## config.mk

```make
export PLATFORM = sky130hd
export DESIGN_NAME = twis_walk
export DESIGN_NICKNAME = d
export VERILOG_FILES = /design/src/rtl/twis_pkg.sv /design/src/rtl/twis_walk.sv
export SDC_FILE = /design/constraint.sdc
export NUM_CORES = 1
export LEC_CHECK = 0
export BUFFER_PORTS_ARGS = -buffer_cell sky130_fd_sc_hd__buf_2
export CAP_MARGIN = 20
export CELL_PAD_IN_SITES_DETAIL_PLACEMENT = 2
export CELL_PAD_IN_SITES_GLOBAL_PLACEMENT = 2
export CORE_AREA = 2 2 220 222
export DETAILED_ROUTE_END_ITERATION = 12
export DIE_AREA = 0 0 222 224
export GPL_TIMING_DRIVEN = 1
export PLACE_DENSITY_LB_ADDON = 0.1
export SYNTH_ARGS = -nofsm -noshare
export SYNTH_HDL_FRONTEND = slang
export SYNTH_SLANG_ARGS = --single-unit
```

## constraint.sdc

```tcl
create_clock -name vclk -period 4.8
set_input_delay 0.24 -clock vclk [all_inputs]
set_output_delay 0.24 -clock vclk [all_outputs]
set_load 0.03 [all_outputs]
```

## src/rtl/twis_pkg.sv

```systemverilog
package twis_pkg;

    // Width of the letter field of a request.
    localparam int LETTER_W = 5;

    // Action codes carried by a request.
    localparam logic ACT_INSERT = 1'b0;
    localparam logic ACT_SEARCH = 1'b1;

    typedef struct packed {
        logic                action;
        logic [LETTER_W-1:0] letter;
        logic                last_letter;
    } t_in_req;

    typedef struct packed {
        logic found;
        logic pool_full;
    } t_out_res;

    // What one tree step decided for the letter under work.
    typedef struct packed {
        logic alloc;
        logic fail;
    } t_walk_flags;

    typedef enum logic [1:0] {
        ST_CLEAR,
        ST_IDLE,
        ST_WALK,
        ST_MARK
    } t_state;

endpackage

```

## src/rtl/twis_walk.sv

```systemverilog
module twis_walk
    import twis_pkg::*;
#(
    parameter int MAX_NODES     = 1024,
    parameter int ALPHABET_SIZE = 26
) (
    input  t_in_req                                                i_req,
    input  logic [ALPHABET_SIZE-1:0][$clog2(MAX_NODES)-1:0]        i_row,
    input  logic [$clog2(MAX_NODES)-1:0]                           i_cursor,
    input  logic                                                   i_failed,
    input  logic [$clog2(MAX_NODES+1)-1:0]                         i_free,
    output t_walk_flags                                            o_flags,
    output logic [$clog2(MAX_NODES)-1:0]                           o_cursor,
    output logic [ALPHABET_SIZE-1:0][$clog2(MAX_NODES)-1:0]        o_row
);

    localparam int NW = $clog2(MAX_NODES);
    localparam int FW = $clog2(MAX_NODES + 1);
    localparam int LW = $clog2(ALPHABET_SIZE);

    logic [LW-1:0] lidx;
    logic          letter_ok;
    logic          take;
    logic [NW-1:0] child;
    logic          has_child;
    logic          pool_left;
    logic          alloc;

    assign lidx      = LW'(i_req.letter);
    assign letter_ok = int'(i_req.letter) < ALPHABET_SIZE;
    // A failed word and a letter outside the alphabet leave the cursor alone.
    assign take      = !i_failed && letter_ok;
    assign child     = i_row[lidx];
    assign has_child = child != '0;
    assign pool_left = i_free < FW'(MAX_NODES);
    assign alloc     = take && !has_child && (i_req.action == ACT_INSERT) && pool_left;

    assign o_flags.alloc = alloc;
    assign o_flags.fail  = take && !has_child && !alloc;

    always_comb begin
        priority if (take && has_child) begin
            o_cursor = child;
        end else if (alloc) begin
            o_cursor = NW'(i_free);
        end else begin
            o_cursor = i_cursor;
        end
    end

    // Row write-back with the new link patched in; only written on allocation.
    always_comb begin
        o_row       = i_row;
        o_row[lidx] = NW'(i_free);
    end

endmodule
```

# Yosys cells after proc, flatten, opt, wreduce, memory -nomap -nowiden
# Index checks and enable logic that the tools add are counted.
[totals] out_inout_bits=272 in_bits=289 word_cells=23 register_bits=0
[classes] bitwise=1 reduce_logical=11 n_mux=7 magnitude_cmp=4
[op_table] operator="$bwmux W260" count=1
[op_table] operator="$bmux W10 S5" count=1
[op_table] operator="$demux W10 S5" count=1
[op_table] operator="$mux W10" count=4
[op_table] operator="$lt A11 B11 Y1 const B" count=1
[op_table] operator="$reduce_bool A10 Y1" count=1
[op_table] operator="$logic_and A1 B1 Y1" count=7
[op_table] operator="$lt A5 B6 Y1 const B" count=1
[op_table] operator="$ge A5 B1 Y1 const B" count=1
[op_table] operator="$lt A5 B5 Y1 const B" count=1
[op_table] operator="$logic_not A1 Y1" count=3
[op_table] operator="$not A1 Y1" count=1

# Logic depth before layout (Yosys ltp)
[logic_depth] ltp_word=9 ltp_mapped=13 ltp_nobuf=7

# Least setup slack after synthesis
# OpenSTA, ideal clock, no wires.
[synth_timing] path_type="input-to-output" start="input port i_req[1] (netlist name)" end="output port o_flags[0] (netlist name)" slack_ns=1.859 path_buffers=4 stages=11 arrival_ns=2.701 t_required_ns=4.560 path_cell_list="buf_6 -> buf_6 -> buf_2 -> buf_4 -> mux2i_1 -> a22oi_1 -> nand4_1 -> nand4_1 -> nor3_4 -> nand2_4 -> nor3_1"
[synth_rtl] element="start: declaration" line="twis_walk.sv:7" rtl="input t_in_req i_req,"
[synth_rtl] element="end: declaration" line="twis_walk.sv:12" rtl="output t_walk_flags o_flags,"

# Final worst setup path
[layout_timing] start="input port i_req[2] (netlist name)" end="output port o_cursor[5]"
[layout_via] elab_chain_len=9 elab_cells_between_ends=12 classes_between="order compare (1); mux (4); reduce/logical (7)"
[layout_rtl] element="$bmux W10 S5" line="twis_walk.sv:33" rtl="assign child = i_row[lidx];"
[layout_rtl] element="$mux W10 (implied by the code)" line="twis_walk.sv:33"
[layout_rtl] element="$reduce_bool A10 Y1" line="twis_walk.sv:34" rtl="assign has_child = child != '0;"
[layout_rtl] element="$logic_not A1 Y1" line="twis_walk.sv:36" rtl="assign alloc = take && !has_child && (i_req.action == ACT_INSERT) && pool_left;"
[layout_rtl] element="$logic_and A1 B1 Y1 (3 in a row)" line="twis_walk.sv:36"
[layout_rtl] element="$mux W10" line="twis_walk.sv:44" rtl="end else if (alloc) begin"
[layout_rtl] element="$mux W10 (*)" line="twis_walk.sv:42" rtl="priority if (take && has_child) begin"
[layout_rtl] element="end: declaration" line="twis_walk.sv:13" rtl="output logic [$clog2(MAX_NODES)-1:0] o_cursor,"
# Every way passes the cells marked *; elsewhere a longest branch is shown, timed or not. The select of a mux whose other input is x is not followed.

==> results.cfg <==
[run_status]
status = completed

[detailed_routing]
route.met2.wl_um = 27000
drc = 0
drtIter0Drc = 252
dr_wl_met3_um = 2520
first_pass_iters = 5
vias_per_cell = 4.45
wl_per_cell_um = 29.0
wl_um = 52400
vias = 8043
antenna_left = 0
wl_met1_um = 22400
dr.max_layer_used = met5

[synthesis]
synth_cell_types = 48
synthesis.area_mm2 = 0.00612
syn_inst = 674
yosys-top-cells-area = mux2_2, mux2i_1, mux4_2
synth_largest_area_cell = mux2_2
yosysSeqAreaShare_pct = 0
avgSynthCellArea_um2 = 9.08
yosysTopAreaCellShare_pct = 46.2
synth_fp_nets = 963
synth_warnings = 0

[final_layout]
nNetsFinal = 1479
utilization_pct = 20.0
design.seq.count = 0
areaGrowthSynthToFinish_pct = 55.1
clock_buffers = 0
nFillCells = 5579
seq_area_um2 = 0
drive_gt1_share_pct = 73.4
final_cells = 1809

[worst_hold_path]
hp-class = primary input to primary output
worstHoldStart = i_req[6]
min_path_cells = 3
min_to = o_flags[1]

[sta]
maxClockFrequency_mhz = 252
finalHoldViolations = 0
finalSetupViolations = 0
relSlewSlack_pct = 31.1
rsz0062_at_grt = no
period_share_pct = 82.6
fin_setup_tns_ns = 0
slew_violations = 0
finalCriticalPeriod_ns = 3.97
fin_hold_ws_ns = 0.792
worst_pin_slew_ns = 1.03

[pwr]
power_leakage_nw = 4.46
pwr_density_cell_mw_per_mm2 = 122
irDropWorstVdd_mv = 0.0678

[die]
fp.dieW_um = 222
initial_core_util_pct = 12.9
die_area_mm2 = 0.0497
coreArea_mm2 = 0.0473
rows = 80
die-height_um = 224
io_pins = 561

[global_routing]
grt_max_degree = 55
globalRouteOverflowTotal = 0
antenna_found_initial = 8
grt_pass1_vias = 8882
grt_first_pass_wirelength_um = 71500
grt_use_total_pct = 20.0

[place]
dp.cells = 1803
io_buffers = 560
place_congestion = 0.787
dpl.hpwl_um = 43300

[clock_tree]
cts_resized = 0
holdBufCountCts = 0
post-cts-setup-buffers = 0

[worst_setup_path]
worstSetupEndpointType = primary output
worstPathArrival_ns = 3.73
crit_path_max_fanout = 24
worstPathRequired_ns = 4.56
cp-start-kind = primary input
crit_type = primary input to primary output

[job]
drv_cap = 0
-- cells in the mapped netlist (2+ instances only) --
cell type  instances
a21oi_1            4
a222oi_1           4
a22oi_1           31
a31oi_1            4
a41oi_1           10
and2_1             4
and2b_1           12
and3_1             5
and3b_1            2
and4_1             5
buf_2             13
buf_4              5
buf_6             14
buf_8              3
clkbuf_1          33
mux2_2           251
mux2i_1           67
mux4_1             6
mux4_2            19
nand2_1           73
nand2b_1           7
nand3_1           17
nand3b_1           2
nand4_1           19
nor2_1            14
nor2b_1           20
nor3_1             2
nor3_4             2
o211ai_1           5
o22ai_1            2
or2b_1             2
-- how the worst max path moves through the flow --
stage	from	end	slack, ns	depth (start not counted)
final	i_req[2]	o_cursor[5]	0.83	11
after global routing	i_req[2]	o_flags[1]	0.53	10
after CTS	i_req[2]	o_cursor[5]	0.75	11
after detailed placement	i_req[2]	o_cursor[5]	0.76	11
after global placement	i_req[2]	o_cursor[5]	0.77	11
after floorplan	i_req[1]	o_flags[0]	1.86	11
-- cell families (layout without fill, tap and decap cells) --
group | count (synthesis) | after routing | synth area share (%)
AOI/OAI and AO/OA | 64 | 64 | 7.99
buffers and inverters | 69 | 583 | 7.13
and+or+nand+nor | 196 | 196 | 17.5
muxes | 345 | 345 | 67.4
other | 0 | 6 | 0
-- worst max-delay path, stage by stage --
cell and delay, ns:
buf_2 0.45, buf_4 0.48, mux4_1 0.41, nand2_1 0.15, a21oi_1 0.07, or3_1 0.51, nor3_4 0.62, buf_4 0.25
a41oi_1 0.12, nand3_1 0.13, buf_2 0.22
-- cells in the final DEF (no fill, tap or decap), drive strengths merged --
cell type / count
buf: 583
a21oi: 4
a22oi: 31
nand2: 74
mux4: 26
nand3b: 2
and2: 4
or2: 1
o21ai: 1
or4b: 1
a41oi: 10
or4: 1
a221oi: 1
nor4bb: 1
or2b: 2
a31oi: 4
a221o: 1
o211ai: 5
mux2i: 67
and3: 6
nand4: 19
a32o: 1
and3b: 2
and4: 5
nor4: 1
o22ai: 2
a222oi: 4
nor2: 14
nor3b: 1
nand3: 17
nand2b: 7
nor3: 5
or3: 1
and2b: 12
mux2: 252
diode: 6
nor2b: 20
-- power breakdown --
part           internal [mW]    total [mW]  switching, mW
combinational          0.406          1.16          0.752
sequential                 0             0              0
clock           0.0000000459  0.0000000460              0
-- through the flow --
| step | setup WS (ns) | area (um2) | total power, mW |
|---|---|---|---|
| after floorplan | 1.86 | 6120 | 0.705 |
| after global placement | 0.773 | 9480 | 1.17 |
| after detailed placement | 0.759 | 9480 | 1.17 |
| after CTS | 0.751 | 9480 | 1.18 |
| after global routing | 0.534 | 9490 | 1.23 |
| final | 0.833 | 9490 | 1.16 |
-- metal layers --
layer | vias up | global-route usage [%]
met5 | - | 0
met4 | 2 | 2.22
met3 | 23 | 3.06
met2 | 274 | 37.1
met1 | 4072 | 25.0
li1 | 3672 | -
-- area by class of cell --
type | count | area [um2] | area share, %
Multi-Input combinational cell | 605 | 5710 | 60.2
Timing Repair Buffer | 583 | 2990 | 31.5
Antenna cell | 6 | 15.0 | 0.158
Tap cell | 615 | 769 | 8.11
Power figures use the tool's default switching activity.
